<file path="config.mk">
export PLATFORM = sky130hd
export DESIGN_NAME = five_axis_stepper_position_controller
export DESIGN_NICKNAME = d
export VERILOG_FILES = /design/src/rtl/fasp_pkg.sv /design/src/rtl/fasp_front.sv /design/src/rtl/fasp_queue.sv /design/src/rtl/fasp_back.sv /design/src/rtl/five_axis_stepper_position_controller.sv
export SDC_FILE = /design/constraint.sdc
export NUM_CORES = 2
export LEC_CHECK = 0
export BUFFER_PORTS_ARGS = -buffer_cell sky130_fd_sc_hd__buf_2
export CORE_ASPECT_RATIO = 1.5
export CORE_MARGIN = 2
export CORE_UTILIZATION = 50
export CTS_CLUSTER_DIAMETER = 50
export DETAILED_ROUTE_END_ITERATION = 6
export GPL_TIMING_DRIVEN = 0
export HOLD_SLACK_MARGIN = 0.02
export PLACE_DENSITY = 0.66
export SLEW_MARGIN = 5
export SYNTH_ARGS = -nofsm -noshare
export SYNTH_HDL_FRONTEND = slang
export SYNTH_HIERARCHICAL = 1
export SYNTH_SLANG_ARGS = --single-unit
</file>
<file path="constraint.sdc">
create_clock -name aclk -period 10.26 [get_ports aclk]
set_input_delay 0.513 -clock aclk [delete_from_list [all_inputs] [get_ports aclk]]
set_output_delay 0.513 -clock aclk [all_outputs]
set_load 0.1 [all_outputs]
</file>
<file path="src/rtl/fasp_pkg.sv">
// Shared types, command codes and reset values of the five-axis stepper controller.
// Depends on nothing; every other file refers to it by scoped names.
package fasp_pkg;

    // Default parameter values.
    localparam int AXES_DEF     = 5;
    localparam int POS_BITS_DEF = 16;
    localparam int QUEUE_DEPTH  = 2;

    // Field widths fixed by the interface.
    localparam int CMD_W    = 8;
    localparam int CFG_W    = 16;
    localparam int SHIFT_W  = 4;
    localparam int OUT_W    = 5;
    localparam int ARG_W    = 3;
    localparam int M_DATA_W = 24;

    // Position bytes are scaled by this factor before the shift.
    localparam int POS_SCALE = 25;
    localparam int PROD_W    = CMD_W + 5;

    // Command bytes.
    localparam logic [CMD_W-1:0] CMD_HOME       = 8'h01;
    localparam logic [CMD_W-1:0] CMD_ZERO       = 8'h02;
    localparam logic [CMD_W-1:0] CMD_MAX        = 8'h03;
    localparam logic [CMD_W-1:0] CMD_POS        = 8'h05;
    localparam logic [CMD_W-1:0] CMD_DESEL_BASE = 8'h75;
    localparam logic [CMD_W-1:0] CMD_DESEL_LAST = 8'h79;
    localparam logic [CMD_W-1:0] CMD_SEL_BASE   = 8'h7A;
    localparam logic [CMD_W-1:0] CMD_SEL_LAST   = 8'h7E;
    localparam logic [CMD_W-1:0] CMD_STOP       = 8'h7F;
    localparam logic [CMD_W-1:0] CMD_SPEED_BASE = 8'hFA;

    // Configuration register indexes.
    localparam logic [2:0] CFG_IDX_ZERO  = 3'd0;
    localparam logic [2:0] CFG_IDX_HOME  = 3'd1;
    localparam logic [2:0] CFG_IDX_MAX   = 3'd2;
    localparam logic [2:0] CFG_IDX_START = 3'd3;
    localparam logic [2:0] CFG_IDX_SHIFT = 3'd4;

    // Configuration reset values.
    localparam logic [CFG_W-1:0]   ZERO_RESET  = 16'd0;
    localparam logic [CFG_W-1:0]   HOME_RESET  = 16'd100;
    localparam logic [CFG_W-1:0]   MAX_RESET   = 16'd4095;
    localparam logic [CFG_W-1:0]   START_RESET = 16'd4095;
    localparam logic [SHIFT_W-1:0] SHIFT_RESET = 4'd0;

    typedef struct packed {
        logic [CFG_W-1:0]   zero_pos;
        logic [CFG_W-1:0]   home_pos;
        logic [CFG_W-1:0]   max_pos;
        logic [CFG_W-1:0]   start_pos;
        logic [SHIFT_W-1:0] pos_shift;
    } cfg_t;

    // Classified input item.
    typedef enum logic [3:0] {
        K_TICK  = 4'd0,
        K_HOME  = 4'd1,
        K_ZERO  = 4'd2,
        K_MAX   = 4'd3,
        K_POS   = 4'd4,
        K_DESEL = 4'd5,
        K_SEL   = 4'd6,
        K_STOP  = 4'd7,
        K_SPEED = 4'd8,
        K_NONE  = 4'd9
    } kind_t;

    typedef struct packed {
        kind_t            kind;
        logic [ARG_W-1:0] arg;
    } cmd_t;

    localparam int CMD_T_W = $bits(cmd_t);

    // Homing sequencer.
    typedef enum logic [3:0] {
        HS_ZERO = 4'b0001,
        HS_HOME = 4'b0010,
        HS_REF  = 4'b0100,
        HS_IDLE = 4'b1000
    } hstage_t;

endpackage

</file>
<file path="src/rtl/fasp_front.sv">
// Front end: classifies an input item and scales a possible position byte.
// Depends on fasp_pkg.
module fasp_front #(
    parameter int AXES          = fasp_pkg::AXES_DEF,
    parameter int POSITION_BITS = fasp_pkg::POS_BITS_DEF
) (
    input  logic                           mode_in,
    input  logic [fasp_pkg::CMD_W-1:0]     byte_in,
    input  logic [fasp_pkg::SHIFT_W-1:0]   pos_shift,
    output fasp_pkg::cmd_t                 cmd_out,
    output logic [POSITION_BITS-1:0]       pos_out
);

    localparam int WIDE_W = fasp_pkg::PROD_W + (1 << fasp_pkg::SHIFT_W) - 1;
    localparam logic [3:0] AXES_W4 = 4'(AXES);

    logic [fasp_pkg::PROD_W-1:0] prod;
    logic [WIDE_W-1:0]           wide;
    logic [fasp_pkg::ARG_W-1:0]  desel_off;
    logic [fasp_pkg::ARG_W-1:0]  sel_off;

    assign prod = fasp_pkg::PROD_W'(byte_in) * fasp_pkg::PROD_W'(fasp_pkg::POS_SCALE);
    assign wide = WIDE_W'(prod) << pos_shift;

    // Saturate to the all-ones position when the scaled value does not fit.
    generate
        if (POSITION_BITS >= WIDE_W) begin : g_fit
            assign pos_out = POSITION_BITS'(wide);
        end else begin : g_sat
            assign pos_out = (wide[WIDE_W-1:POSITION_BITS] != '0) ? '1
                                                                  : wide[POSITION_BITS-1:0];
        end
    endgenerate

    assign desel_off = fasp_pkg::ARG_W'(byte_in - fasp_pkg::CMD_DESEL_BASE);
    assign sel_off   = fasp_pkg::ARG_W'(byte_in - fasp_pkg::CMD_SEL_BASE);

    always_comb begin
        cmd_out.kind = fasp_pkg::K_NONE;
        cmd_out.arg  = '0;
        if (!mode_in) begin
            cmd_out.kind = fasp_pkg::K_TICK;
        end else if (byte_in == fasp_pkg::CMD_HOME) begin
            cmd_out.kind = fasp_pkg::K_HOME;
        end else if (byte_in == fasp_pkg::CMD_ZERO) begin
            cmd_out.kind = fasp_pkg::K_ZERO;
        end else if (byte_in == fasp_pkg::CMD_MAX) begin
            cmd_out.kind = fasp_pkg::K_MAX;
        end else if (byte_in == fasp_pkg::CMD_POS) begin
            cmd_out.kind = fasp_pkg::K_POS;
        end else if (byte_in >= fasp_pkg::CMD_DESEL_BASE
                     && byte_in <= fasp_pkg::CMD_DESEL_LAST) begin
            if ({1'b0, desel_off} < AXES_W4) begin
                cmd_out.kind = fasp_pkg::K_DESEL;
                cmd_out.arg  = desel_off;
            end
        end else if (byte_in >= fasp_pkg::CMD_SEL_BASE
                     && byte_in <= fasp_pkg::CMD_SEL_LAST) begin
            if ({1'b0, sel_off} < AXES_W4) begin
                cmd_out.kind = fasp_pkg::K_SEL;
                cmd_out.arg  = sel_off;
            end
        end else if (byte_in == fasp_pkg::CMD_STOP) begin
            cmd_out.kind = fasp_pkg::K_STOP;
        end else if (byte_in >= fasp_pkg::CMD_SPEED_BASE) begin
            cmd_out.kind = fasp_pkg::K_SPEED;
            cmd_out.arg  = fasp_pkg::ARG_W'(byte_in - fasp_pkg::CMD_SPEED_BASE);
        end
    end

endmodule

</file>
<file path="src/rtl/fasp_queue.sv">
// Short register queue between the front end and the execution back end.
// Depends on fasp_pkg for its default depth.
module fasp_queue #(
    parameter int DATA_W = 8,
    parameter int DEPTH  = fasp_pkg::QUEUE_DEPTH
) (
    input  logic              aclk,
    input  logic              aresetn,
    input  logic              push,
    input  logic [DATA_W-1:0] push_data,
    output logic              full,
    input  logic              pop,
    output logic              not_empty,
    output logic [DATA_W-1:0] head_data
);

    localparam int PTR_W = (DEPTH > 1) ? $clog2(DEPTH) : 1;
    localparam int CNT_W = $clog2(DEPTH + 1);
    localparam logic [PTR_W-1:0] LAST_PTR = PTR_W'(DEPTH - 1);
    localparam logic [CNT_W-1:0] DEPTH_CNT = CNT_W'(DEPTH);

    logic [DATA_W-1:0] mem_reg [DEPTH];
    logic [PTR_W-1:0]  wr_ptr_reg, wr_ptr_next;
    logic [PTR_W-1:0]  rd_ptr_reg, rd_ptr_next;
    logic [CNT_W-1:0]  count_reg, count_next;

    assign full      = (count_reg == DEPTH_CNT);
    assign not_empty = (count_reg != '0);
    assign head_data = mem_reg[rd_ptr_reg];

    always_comb begin
        wr_ptr_next = wr_ptr_reg;
        rd_ptr_next = rd_ptr_reg;
        count_next  = count_reg;
        if (push) begin
            wr_ptr_next = (wr_ptr_reg == LAST_PTR) ? '0 : wr_ptr_reg + 1'b1;
        end
        if (pop) begin
            rd_ptr_next = (rd_ptr_reg == LAST_PTR) ? '0 : rd_ptr_reg + 1'b1;
        end
        if (push && !pop) begin
            count_next = count_reg + 1'b1;
        end else if (pop && !push) begin
            count_next = count_reg - 1'b1;
        end
    end

    always_ff @(posedge aclk) begin
        if (!aresetn) begin
            wr_ptr_reg <= '0;
            rd_ptr_reg <= '0;
            count_reg  <= '0;
        end else begin
            wr_ptr_reg <= wr_ptr_next;
            rd_ptr_reg <= rd_ptr_next;
            count_reg  <= count_next;
        end
    end

    always_ff @(posedge aclk) begin
        if (push) begin
            mem_reg[wr_ptr_reg] <= push_data;
        end
    end

endmodule

</file>
<file path="src/rtl/fasp_back.sv">
// Back end: holds the axis and homing state, executes one queued item per cycle while its
// output register can take a result, and registers the result. Depends on fasp_pkg.
module fasp_back #(
    parameter int AXES          = fasp_pkg::AXES_DEF,
    parameter int POSITION_BITS = fasp_pkg::POS_BITS_DEF
) (
    input  logic                            aclk,
    input  logic                            aresetn,
    input  logic                            item_valid,
    output logic                            item_pop,
    input  fasp_pkg::cmd_t                  item_cmd,
    input  logic [POSITION_BITS-1:0]        item_pos,
    input  fasp_pkg::cfg_t                  cfg,
    output logic                            m_tvalid,
    input  logic                            m_tready,
    output logic [fasp_pkg::M_DATA_W-1:0]   m_tdata
);

    localparam int EXT_W = AXES + fasp_pkg::OUT_W;
    localparam int PAD_W = fasp_pkg::M_DATA_W - 4 * fasp_pkg::OUT_W - 2;

    typedef logic [AXES-1:0][POSITION_BITS-1:0] pos_vec_t;

    pos_vec_t                   pos_reg, pos_next;
    pos_vec_t                   tgt_reg, tgt_next;
    logic [AXES-1:0]            sel_reg, sel_next;
    logic [AXES-1:0]            inpl_reg, inpl_next;
    logic [AXES-1:0]            ref_reg, ref_next;
    logic [AXES-1:0]            lvl_reg, lvl_next;
    logic [AXES-1:0]            dir_reg, dir_next;
    logic [AXES-1:0]            awake_reg, awake_next;
    logic                       motion_reg, motion_next;
    logic                       homing_reg, homing_next;
    fasp_pkg::hstage_t          stage_reg, stage_next;
    logic                       pend_reg, pend_next;
    logic [fasp_pkg::ARG_W-1:0] speed_reg, speed_next;
    logic [fasp_pkg::ARG_W-1:0] tick_reg, tick_next;

    logic                       m_tvalid_reg;
    logic [fasp_pkg::M_DATA_W-1:0] m_tdata_reg, m_tdata_next;

    logic                       set_en;
    logic [POSITION_BITS-1:0]   set_p;
    logic [POSITION_BITS-1:0]   zero_p, home_p, max_p, start_p, tgt_c;
    logic [EXT_W-1:0]           ext_lvl, ext_dir, ext_awake, ext_ref;

    assign zero_p  = POSITION_BITS'(cfg.zero_pos);
    assign home_p  = POSITION_BITS'(cfg.home_pos);
    assign max_p   = POSITION_BITS'(cfg.max_pos);
    assign start_p = POSITION_BITS'(cfg.start_pos);

    // The output register frees its slot whenever the result is taken.
    assign item_pop = item_valid && (!m_tvalid_reg || m_tready);

    always_comb begin
        pos_next    = pos_reg;
        tgt_next    = tgt_reg;
        sel_next    = sel_reg;
        inpl_next   = inpl_reg;
        ref_next    = ref_reg;
        lvl_next    = lvl_reg;
        dir_next    = dir_reg;
        awake_next  = awake_reg;
        motion_next = motion_reg;
        homing_next = homing_reg;
        stage_next  = stage_reg;
        pend_next   = pend_reg;
        speed_next  = speed_reg;
        tick_next   = tick_reg;
        set_en      = 1'b0;
        set_p       = zero_p;
        tgt_c       = zero_p;

        // Homing sequencer on ticks, command decode on other items outside homing.
        if (item_cmd.kind == fasp_pkg::K_TICK) begin
            if (homing_reg) begin
                case (stage_reg)
                    fasp_pkg::HS_ZERO: begin
                        sel_next   = '1;
                        set_en     = 1'b1;
                        set_p      = zero_p;
                        stage_next = fasp_pkg::HS_HOME;
                    end
                    fasp_pkg::HS_HOME: begin
                        if (!motion_reg) begin
                            set_en     = 1'b1;
                            set_p      = home_p;
                            stage_next = fasp_pkg::HS_REF;
                        end
                    end
                    fasp_pkg::HS_REF: begin
                        if (!motion_reg) begin
                            ref_next    = '1;
                            sel_next    = '0;
                            homing_next = 1'b0;
                            stage_next  = fasp_pkg::HS_IDLE;
                        end
                    end
                    default: begin
                        sel_next   = '0;
                        ref_next   = '0;
                        pos_next   = {AXES{start_p}};
                        tgt_next   = {AXES{zero_p}};
                        inpl_next  = '1;
                        stage_next = fasp_pkg::HS_ZERO;
                    end
                endcase
            end
        end else if (!homing_reg) begin
            if (pend_reg) begin
                pend_next = 1'b0;
                set_en    = 1'b1;
                set_p     = item_pos;
            end else begin
                case (item_cmd.kind)
                    fasp_pkg::K_HOME:  homing_next = 1'b1;
                    fasp_pkg::K_ZERO: begin
                        set_en = 1'b1;
                        set_p  = zero_p;
                    end
                    fasp_pkg::K_MAX: begin
                        set_en = 1'b1;
                        set_p  = max_p;
                    end
                    fasp_pkg::K_POS:   pend_next = 1'b1;
                    fasp_pkg::K_DESEL: begin
                        for (int i = 0; i < AXES; i++) begin
                            if (item_cmd.arg == fasp_pkg::ARG_W'(i)) sel_next[i] = 1'b0;
                        end
                    end
                    fasp_pkg::K_SEL: begin
                        for (int i = 0; i < AXES; i++) begin
                            if (item_cmd.arg == fasp_pkg::ARG_W'(i)) sel_next[i] = 1'b1;
                        end
                    end
                    fasp_pkg::K_STOP: begin
                        awake_next  = '0;
                        motion_next = 1'b0;
                    end
                    fasp_pkg::K_SPEED: speed_next = item_cmd.arg;
                    default: ;
                endcase
            end
        end

        // New target for every selected axis, clamped to the maximum going up.
        if (set_en) begin
            for (int i = 0; i < AXES; i++) begin
                if (sel_next[i]) begin
                    if (pos_next[i] == set_p) begin
                        tgt_next[i]  = pos_next[i];
                        inpl_next[i] = 1'b1;
                    end else begin
                        tgt_c = (pos_next[i] < set_p && set_p > max_p) ? max_p : set_p;
                        tgt_next[i]   = tgt_c;
                        inpl_next[i]  = 1'b0;
                        awake_next[i] = 1'b1;
                        dir_next[i]   = (tgt_c < pos_next[i]);
                    end
                end
            end
            motion_next = !(&inpl_next);
        end

        // Step update on every (divisor + 1)-th tick.
        if (item_cmd.kind == fasp_pkg::K_TICK) begin
            if (tick_reg < speed_reg) begin
                tick_next = tick_reg + 1'b1;
            end else begin
                tick_next = '0;
                if (motion_next) begin
                    for (int i = 0; i < AXES; i++) begin
                        if (sel_next[i]) begin
                            if (tgt_next[i] == pos_next[i]) begin
                                awake_next[i] = 1'b0;
                                inpl_next[i]  = 1'b1;
                            end else begin
                                lvl_next[i] = !lvl_next[i];
                                if (tgt_next[i] > pos_next[i]) begin
                                    pos_next[i] = pos_next[i] + 1'b1;
                                end else begin
                                    pos_next[i] = pos_next[i] - 1'b1;
                                end
                            end
                        end
                    end
                    motion_next = !(&inpl_next);
                end
            end
        end
    end

    assign ext_lvl   = EXT_W'(lvl_next);
    assign ext_dir   = EXT_W'(dir_next);
    assign ext_awake = EXT_W'(awake_next);
    assign ext_ref   = EXT_W'(ref_next);
    assign m_tdata_next = {PAD_W'(0), homing_next, ext_ref[fasp_pkg::OUT_W-1:0], motion_next,
                           ext_awake[fasp_pkg::OUT_W-1:0], ext_dir[fasp_pkg::OUT_W-1:0],
                           ext_lvl[fasp_pkg::OUT_W-1:0]};

    always_ff @(posedge aclk) begin
        if (!aresetn) begin
            pos_reg      <= {AXES{POSITION_BITS'(fasp_pkg::START_RESET)}};
            tgt_reg      <= {AXES{POSITION_BITS'(fasp_pkg::ZERO_RESET)}};
            sel_reg      <= '0;
            inpl_reg     <= '0;
            ref_reg      <= '0;
            lvl_reg      <= '0;
            dir_reg      <= '0;
            awake_reg    <= '0;
            motion_reg   <= 1'b0;
            homing_reg   <= 1'b1;
            stage_reg    <= fasp_pkg::HS_ZERO;
            pend_reg     <= 1'b0;
            speed_reg    <= '0;
            tick_reg     <= '0;
            m_tvalid_reg <= 1'b0;
        end else begin
            if (item_pop) begin
                pos_reg      <= pos_next;
                tgt_reg      <= tgt_next;
                sel_reg      <= sel_next;
                inpl_reg     <= inpl_next;
                ref_reg      <= ref_next;
                lvl_reg      <= lvl_next;
                dir_reg      <= dir_next;
                awake_reg    <= awake_next;
                motion_reg   <= motion_next;
                homing_reg   <= homing_next;
                stage_reg    <= stage_next;
                pend_reg     <= pend_next;
                speed_reg    <= speed_next;
                tick_reg     <= tick_next;
                m_tvalid_reg <= 1'b1;
            end else if (m_tready) begin
                m_tvalid_reg <= 1'b0;
            end
        end
    end

    always_ff @(posedge aclk) begin
        if (item_pop) begin
            m_tdata_reg <= m_tdata_next;
        end
    end

    assign m_tvalid = m_tvalid_reg;
    assign m_tdata  = m_tdata_reg;

    // A position prefix can only be pending outside homing.
    a_pend_not_homing: assert property (@(posedge aclk) disable iff (!aresetn)
        pend_reg |-> !homing_reg)
        else $error("position prefix pending while homing");

    // Once homing has finished the sequencer rests in its idle stage.
    a_idle_stage: assert property (@(posedge aclk) disable iff (!aresetn)
        !homing_reg |-> (stage_reg == fasp_pkg::HS_IDLE))
        else $error("homing stage active while homing is off");

    // All axes are referenced together or not at all.
    a_ref_uniform: assert property (@(posedge aclk) disable iff (!aresetn)
        (ref_reg == '0) || (ref_reg == '1))
        else $error("referenced mask is not uniform");

    // Every executed item leaves a result in the output register.
    a_pop_result: assert property (@(posedge aclk) disable iff (!aresetn)
        item_pop |=> m_tvalid_reg)
        else $error("executed item produced no result");

endmodule

</file>
<file path="src/rtl/five_axis_stepper_position_controller.sv">
// A transferred s_ item is registered in the queue; its result is then registered in the output register on m_.
// Throughput: one item per cycle while m_tready is high; the back end updates all axes in parallel.
// A two-entry queue decouples the front end from the back end, which owns the output register.
// Reset: aresetn is synchronous and active low; homing is active and all axes sit at the
// start position after reset, with configuration registers at their defaults.
// Depends on fasp_pkg, fasp_front, fasp_queue and fasp_back.
module five_axis_stepper_position_controller #(
    parameter int AXES          = fasp_pkg::AXES_DEF,
    parameter int POSITION_BITS = fasp_pkg::POS_BITS_DEF
) (
    input  logic        aclk,
    input  logic        aresetn,

    // Input channel: one timer tick or one received command byte.
    input  logic        s_tvalid,
    output logic        s_tready,
    input  logic [7:0]  s_tdata,    // [7:0] cmd_byte
    input  logic [0:0]  s_tuser,    // [0] mode (0 = tick, 1 = command byte)

    // Result channel: a snapshot of the outputs after each item.
    output logic        m_tvalid,
    input  logic        m_tready,
    output logic [23:0] m_tdata,    // [4:0] step_levels, [9:5] dir_down, [14:10] awake_mask,
                                    // [15] moving, [20:16] referenced_mask, [21] homing,
                                    // [23:22] zero

    // Configuration write channel.
    input  logic        cfg_valid,
    output logic        cfg_ready,
    input  logic [2:0]  cfg_index,
    input  logic [15:0] cfg_data
);

    localparam int ENTRY_W = fasp_pkg::CMD_T_W + POSITION_BITS;

    fasp_pkg::cfg_t            cfg_reg;
    fasp_pkg::cmd_t            front_cmd;
    fasp_pkg::cmd_t            head_cmd;
    logic [POSITION_BITS-1:0]  front_pos;
    logic [POSITION_BITS-1:0]  head_pos;
    logic [ENTRY_W-1:0]        head_entry;
    logic                      q_full;
    logic                      q_not_empty;
    logic                      q_pop;
    logic                      s_xfer;

    // Configuration writes are always taken; indexes past the list are dropped.
    assign cfg_ready = 1'b1;

    always_ff @(posedge aclk) begin
        if (!aresetn) begin
            cfg_reg.zero_pos  <= fasp_pkg::ZERO_RESET;
            cfg_reg.home_pos  <= fasp_pkg::HOME_RESET;
            cfg_reg.max_pos   <= fasp_pkg::MAX_RESET;
            cfg_reg.start_pos <= fasp_pkg::START_RESET;
            cfg_reg.pos_shift <= fasp_pkg::SHIFT_RESET;
        end else if (cfg_valid && cfg_ready) begin
            case (cfg_index)
                fasp_pkg::CFG_IDX_ZERO:  cfg_reg.zero_pos  <= cfg_data;
                fasp_pkg::CFG_IDX_HOME:  cfg_reg.home_pos  <= cfg_data;
                fasp_pkg::CFG_IDX_MAX:   cfg_reg.max_pos   <= cfg_data;
                fasp_pkg::CFG_IDX_START: cfg_reg.start_pos <= cfg_data;
                fasp_pkg::CFG_IDX_SHIFT: cfg_reg.pos_shift <= cfg_data[fasp_pkg::SHIFT_W-1:0];
                default: ;
            endcase
        end
    end

    // The front end takes a transfer whenever the queue has room, independent of m_tready.
    assign s_tready = !q_full;
    assign s_xfer   = s_tvalid && s_tready;

    fasp_front #(
        .AXES          (AXES),
        .POSITION_BITS (POSITION_BITS)
    ) u_front (
        .mode_in   (s_tuser[0]),
        .byte_in   (s_tdata),
        .pos_shift (cfg_reg.pos_shift),
        .cmd_out   (front_cmd),
        .pos_out   (front_pos)
    );

    fasp_queue #(
        .DATA_W (ENTRY_W),
        .DEPTH  (fasp_pkg::QUEUE_DEPTH)
    ) u_queue (
        .aclk      (aclk),
        .aresetn   (aresetn),
        .push      (s_xfer),
        .push_data ({front_cmd, front_pos}),
        .full      (q_full),
        .pop       (q_pop),
        .not_empty (q_not_empty),
        .head_data (head_entry)
    );

    assign head_cmd = head_entry[ENTRY_W-1:POSITION_BITS];
    assign head_pos = head_entry[POSITION_BITS-1:0];

    // The back end executes the queue head as soon as its output register can take a result.
    fasp_back #(
        .AXES          (AXES),
        .POSITION_BITS (POSITION_BITS)
    ) u_back (
        .aclk       (aclk),
        .aresetn    (aresetn),
        .item_valid (q_not_empty),
        .item_pop   (q_pop),
        .item_cmd   (head_cmd),
        .item_pos   (head_pos),
        .cfg        (cfg_reg),
        .m_tvalid   (m_tvalid),
        .m_tready   (m_tready),
        .m_tdata    (m_tdata)
    );

endmodule
</file>
# Word-level counts from Yosys, hierarchy flattened
# Memories as Yosys holds them, arrays and structs flattened. A register that Yosys moved wholly into a read port is not among the register bits.
# Cells that the tools add are included.
[word_totals] ff_bits=298 ramBits=46 output_inout_bits=27 elab_cells=384 mem_count=1
[memory_table] name="u_queue.mem_reg" depth=2 word_bits=23 rd=1 rd_clocked_by_memory_dff=1 wr=1 line="fasp_queue.sv:22" source="logic [DATA_W-1:0] mem_reg [DEPTH];"
[classes] n_addsub=18 mul=1 magnitude_cmp=24 n_eq_ne=37 n_shift=1 mux=223 n_bitwise=3 n_reduce_logical=44
[ops] operator="$mux W80" n=10
[ops] operator="$mux W16" n=38
[ops] operator="$eq A16 B16 Y1" n=10
[ops] operator="$lt A16 B16 Y1" n=10
[ops] operator="$mux W5" n=27
[ops] operator="$mux W1" n=121
[ops] operator="$gt A16 B16 Y1" n=6
[ops] operator="$add A16 B1 Y16 const B" n=5
[ops] operator="$sub A16 B1 Y16 const B" n=5
[ops] operator="$mux W4" n=9
[ops] operator="$mux W7" n=4
[ops] operator="$shl A13 B4 Y28" n=1
[ops] operator="$mux W3" n=7
[ops] operator="$eq A4 B3 Y1 const B" n=5
[ops] operator="$pmux W5 S2" n=2
[ops] operator="$reduce_and A5 Y1" n=4
[ops] operator="$eq A8 B2 Y1 const B" n=2
[ops] operator="$ge A8 B7 Y1 const B" n=2
[ops] operator="$le A8 B7 Y1 const B" n=2
[ops] operator="$pmux W5 S3" n=1
[ops] operator="$mul A8 B5 Y13 const B" n=1
[ops] operator="$eq A3 B2 Y1 const B" n=4
[ops] operator="$eq A4 B2 Y1 const B" n=3
[ops] operator="$pmux W4 S3" n=1
[ops] operator="32 further kinds" n=71

# Logic depth before layout (Yosys ltp)
[logic_depth] ltp_word=22 depth_mapped=45 ltp_nobuf=41

# Hierarchy
# Netlist, hierarchy kept.
[modules_own_cells] module="fasp_back" n_inst=1 cells_each=3086 area_each_um2=23272.3 seq_area_each_um2=4744.6
[modules_own_cells] module="five_axis_stepper_position_controller" n_inst=1 cells_each=262 area_each_um2=2736.4 seq_area_each_um2=1361.3
[modules_own_cells] module="fasp_front" n_inst=1 cells_each=328 area_each_um2=2362.3 seq_area_each_um2=0.0
[modules_own_cells] module="fasp_queue" n_inst=1 cells_each=93 area_each_um2=1876.8 seq_area_each_um2=1481.4

# Worst setup path after synthesis
# Ideal clock, no wire load.
[synth_timing] kind="flip-flop to flip-flop" from="reg with a tool-made name" to="reg u_back/pos_reg[78] in the netlist's numbering" arrival_ns=9.120 t_required_ns=10.144 setup_slack_ns=1.024 stages_incl_launch_ff=43 path_buffers=5 path_cell_list="dfxtp_1 buf_4 mux2_2 buf_2 or4_1 buf_2 clkbuf_1 nor2_1 clkbuf_1 a221o_1 inv_1 ha_1 a21o_1 a21o_1 a21oi_1 nor2_1 a2111oi_0 o31ai_4 [7 not listed] a21oi_1 nor2b_1 o21ai_0 nand2b_1 a221o_1 nand2_1 ha_1 a21o_1 a21oi_1 o21bai_1 a21oi_1 o21bai_1 a211o_1 a2111oi_0 nor3_1 xor2_1 a21oi_1 nor2_1"
[synth_rtl] element="end signal, assigned" line="fasp_back.sv:203" source="pos_reg <= {AXES{POSITION_BITS'(fasp_pkg::START_RESET)}};"
[synth_rtl] element="end signal, assigned" line="fasp_back.sv:220" source="pos_reg <= pos_next;"
[synth_rtl] element="end, declared" line="fasp_back.sv:24" source="pos_vec_t pos_reg, pos_next;"

==> results_dict.tcl <==
set metrics [dict create \
    worst_slew_pin_slew_ns 1.49 \
    wl_per_cell_um 32.4 \
    root_buffer "clkbuf_16" \
    fin_crit_sh_pct 99.5 \
    synth-simple-area-share_pct 19.0 \
    gp_congestion 1.10 \
    peakVddDrop_mv 0.206 \
    p_seq_share_pct 18.3 \
    coreArea_um2 59900 \
    clock_latency_ns 0.63 \
    final_nets 4335 \
    critPathLaunchType "register" \
    clock_path_buffers 3 \
    cp_common_cell "buf_4" \
    grt_pass1_wl_um 215000 \
    p_sw_w 0.00516 \
    status "finished with violations" \
    wirelength_um 154000 \
    synth_top_area_share_pct 18.3 \
    crit_required_ns 10.78 \
    power_density_nw_per_um2 292 \
    yosysSeqAreaShare_pct 25.1 \
    hp-class "input port to register" \
    cp_slowest_stage_delay_ns 0.62 \
    reg2reg_slack_ns 0.05 \
    cts_max_level 2 \
    leakage_nw 14.7 \
    p_sw_share_pct 51.4 \
    netlist_top_cells_area "dfxtp_1 18%, ha_1 15%, edfxtp_1 6.8%" \
    crit_path_max_fanout 15 \
    maxCapViolations 1 \
    maxSlewHeadroom_pct 0.700 \
    syn_area_per_cell_um2 8.03 \
    synth_fa_ha_area_share_pct 15.5 \
    yosys.area.top_type "dfxtp_1" \
    period_needed_ns 10.21 \
    p_comb_share_pct 64.6 \
    preCtsSetupSlack_ns -1.70 \
    grt.overflow.total 0 \
    routed_via_density 6.75 \
    crit_arrival_ns 10.73 \
    via_count 32100 \
    synth_top_family_by_area "compound AO/OA/AOI/OAI gates" \
    fin_ws_ns 0.0503 \
    drive_gt1_share_pct 12.8 \
    cts.clk_slew.worst_paths_ns 0.07 \
    p_int_w 0.00488 \
    ys.flop_type "dfxtp_1" \
    numClockSinks 345 \
    violations "max-capacitance violations" \
    cts_buffers 45 \
    whs_endpoint "cfg_reg[57]" \
    async_reset_ff_share_pct 0 \
    yosysUniqueCellTypes 113 \
    power.total_w 0.0100 \
    area_growth_pct 13.5 \
    die_area_um2 62500 \
    reg2reg_to "u_back/pos_reg[14]" \
    finalMaxSlewViolations 0 \
    cts_tree "done" \
    ant_nets 0 \
    reg2reg_depth 43 \
    io_buffers 56 \
    synth-compound-area-share_pct 24.9 \
    cts-hold-fix-buffers 0 \
    grt_max_degree 34 \
    drc_errors 0 \
    rows 110 \
    critPathKind "register to register" \
    synth_edf_count 68 \
    final_area_um2 34300 \
    final_util_pct 57.3 \
    fmax_mhz 97.9 \
    die_w_um 205 \
    die_h_um 305 \
    hold_viol_final 0 \
    dpl.hpwl_um 114000 \
    cp_slowest_cell "or4_1" \
    start_util_pct 50.5 \
    power.share.clock_pct 17.1 \
    io_pins 60 \
    synth_xor_area_share_pct 2.58 \
    finalClockSkew_ns 0.0272 \
    grt.total_usage_pct 48.6 \
    cp-end-kind "register" \
    hold_depth 3 \
    hp-start "cfg_data[5]" \
    setup_viol 0 \
    synthMuxAreaShare_pct 7.28 \
    drt_iter0_drc 3716 \
    yosysWarningCount 6 \
    first_pass_iters 7 \
    synth_cells 3769 \
    grt_pass1_vias 30800 \
    syn-cell-area_um2 30200 \
    placed_area_um2 31600 \
    antenna_found_initial 8 \
    ys_seq_elements 345 \
    final.setup.tns_ns 0 \
]
-- layout make-up --
class,instances,area [um^2]
clock buffer,54,1220
tap,784,981
inverter,195,777
sequential,345,7590
fill,5757,25500
clock inverter,30,364
timing repair buffer,115,817
multi-input combinational,3025,21500
antenna,8,20.0
buffer,205,1030
-- layer usage --
| layer | part of all wire (%) | wire (um) | up-vias | GRT usage (%) |
|---|---|---|---|---|
| li1 | - | - | 14200 | - |
| met1 | 34 | 51800 | 15200 | 50.9 |
| met2 | 43 | 66700 | 1981 | 74.6 |
| met3 | 11 | 16700 | 769 | 15.9 |
| met4 | 12 | 18900 | 2 | 48.8 |
| met5 | 0.0065 | 10 | - | 0 |
-- synthesized netlist by cell type, drive strengths merged, types with 9 or more instances --
| master | instances |
|---|---|
| o21ai | 207 |
| mux2 | 46 |
| a21o | 96 |
| a221o | 18 |
| o211ai | 56 |
| inv | 195 |
| nor4b | 9 |
| ha | 362 |
| o221ai | 14 |
| a211oi | 98 |
| or3 | 21 |
| nor2b | 79 |
| o21bai | 16 |
| buf | 57 |
| mux2i | 158 |
| and2 | 45 |
| o21a | 44 |
| o311ai | 9 |
| nor2 | 326 |
| xor2 | 19 |
| or2 | 22 |
| edfxtp | 68 |
| o31ai | 44 |
| nand3 | 115 |
| nor3 | 65 |
| o22ai | 10 |
| a211o | 11 |
| dfxtp | 277 |
| nor4 | 20 |
| nand2 | 349 |
| nand2b | 30 |
| xnor2 | 70 |
| a2111oi | 12 |
| clkbuf | 148 |
| nand4 | 50 |
| a21oi | 411 |
| and3 | 17 |
| a31oi | 35 |
-- cell usage in the layout (no fill, tap or decap), types with 20 or more instances in the layout --
master / instances
a21oi_1: 364
ha_1: 362
nand2_1: 339
nor2_1: 322
dfxtp_1: 276
o21ai_0: 181
inv_1: 178
mux2i_1: 147
clkbuf_1: 129
nand3_1: 115
a21o_1: 94
a211oi_1: 91
buf_2: 84
nor2b_1: 78
xnor2_1: 70
buf_4: 68
edfxtp_1: 68
nor3_1: 63
o211ai_1: 56
nand4_1: 50
clkbuf_16: 46
mux2_2: 45
o21a_1: 44
o31ai_1: 42
a21oi_2: 41
a31oi_1: 34
and2_1: 32
nand2b_1: 30
o21ai_1: 24
or3_1: 20
-- cell families (layout without fill, tap and decap cells) --
logic type,Yosys count,count (layout)
and+or+nand+nor,1190,1190
xor gates and xnor gates,89,89
AOI/OAI and AO/OA,1167,1167
muxes,206,206
buffers and inverters,400,599
DFF,345,345
other,2,11
adders and majority gates,370,370
-- through the flow --
stage	hold WS, ns	cells
after detailed placement	0.447	4614
final	0.138	4761
after CTS	0.126	4735
after global routing	0.143	4753
after global placement	0.442	4610
after floorplan	0.433	3770
-- power by group through the flow --
stage	combinational, W	clock (W)	sequential (W)
global placement	0.00595	0	0.00184
finish	0.00648	0.00172	0.00184
CTS	0.00615	0.00172	0.00182
floorplan	0.00393	0	0.00209
global route	0.00688	0.00177	0.00186
detailed placement	0.00599	0	0.00184
-- worst max path at each step --
stage / start / depth (start not counted) / endpoint
final: register / 43 / u_back/pos_reg[14]
after global routing: register / 44 / u_back/pos_reg[14]
after CTS: register / 44 / u_back/pos_reg[78]
after detailed placement: register / 43 / u_back/pos_reg[63]
after global placement: register / 38 / u_back/pos_reg[14]
after floorplan: register / 42 / u_back/pos_reg[78]
-- worst max-delay path: cells and delay by family, from the launching register on --
kind | cells | cell delay, ns
AOI/OAI and AO/OA | 19 | 4.19
buffers and inverters | 9 | 2.45
and+or+nand+nor | 11 | 1.63
adders and majority gates | 3 | 0.91
muxes | 1 | 0.46
DFF | 1 | 0.40
-- repair_timing --
| item | in CTS | in global routing |
|---|---|---|
| endpoints found under the setup margin | 61 | 39 |
| resized for setup | 100 | 104 |
| gates cloned | 0 | 0 |
| pin swaps | 4 | 12 |
| buffers inserted | 37 | 18 |
Power figures use the tool's default switching activity.
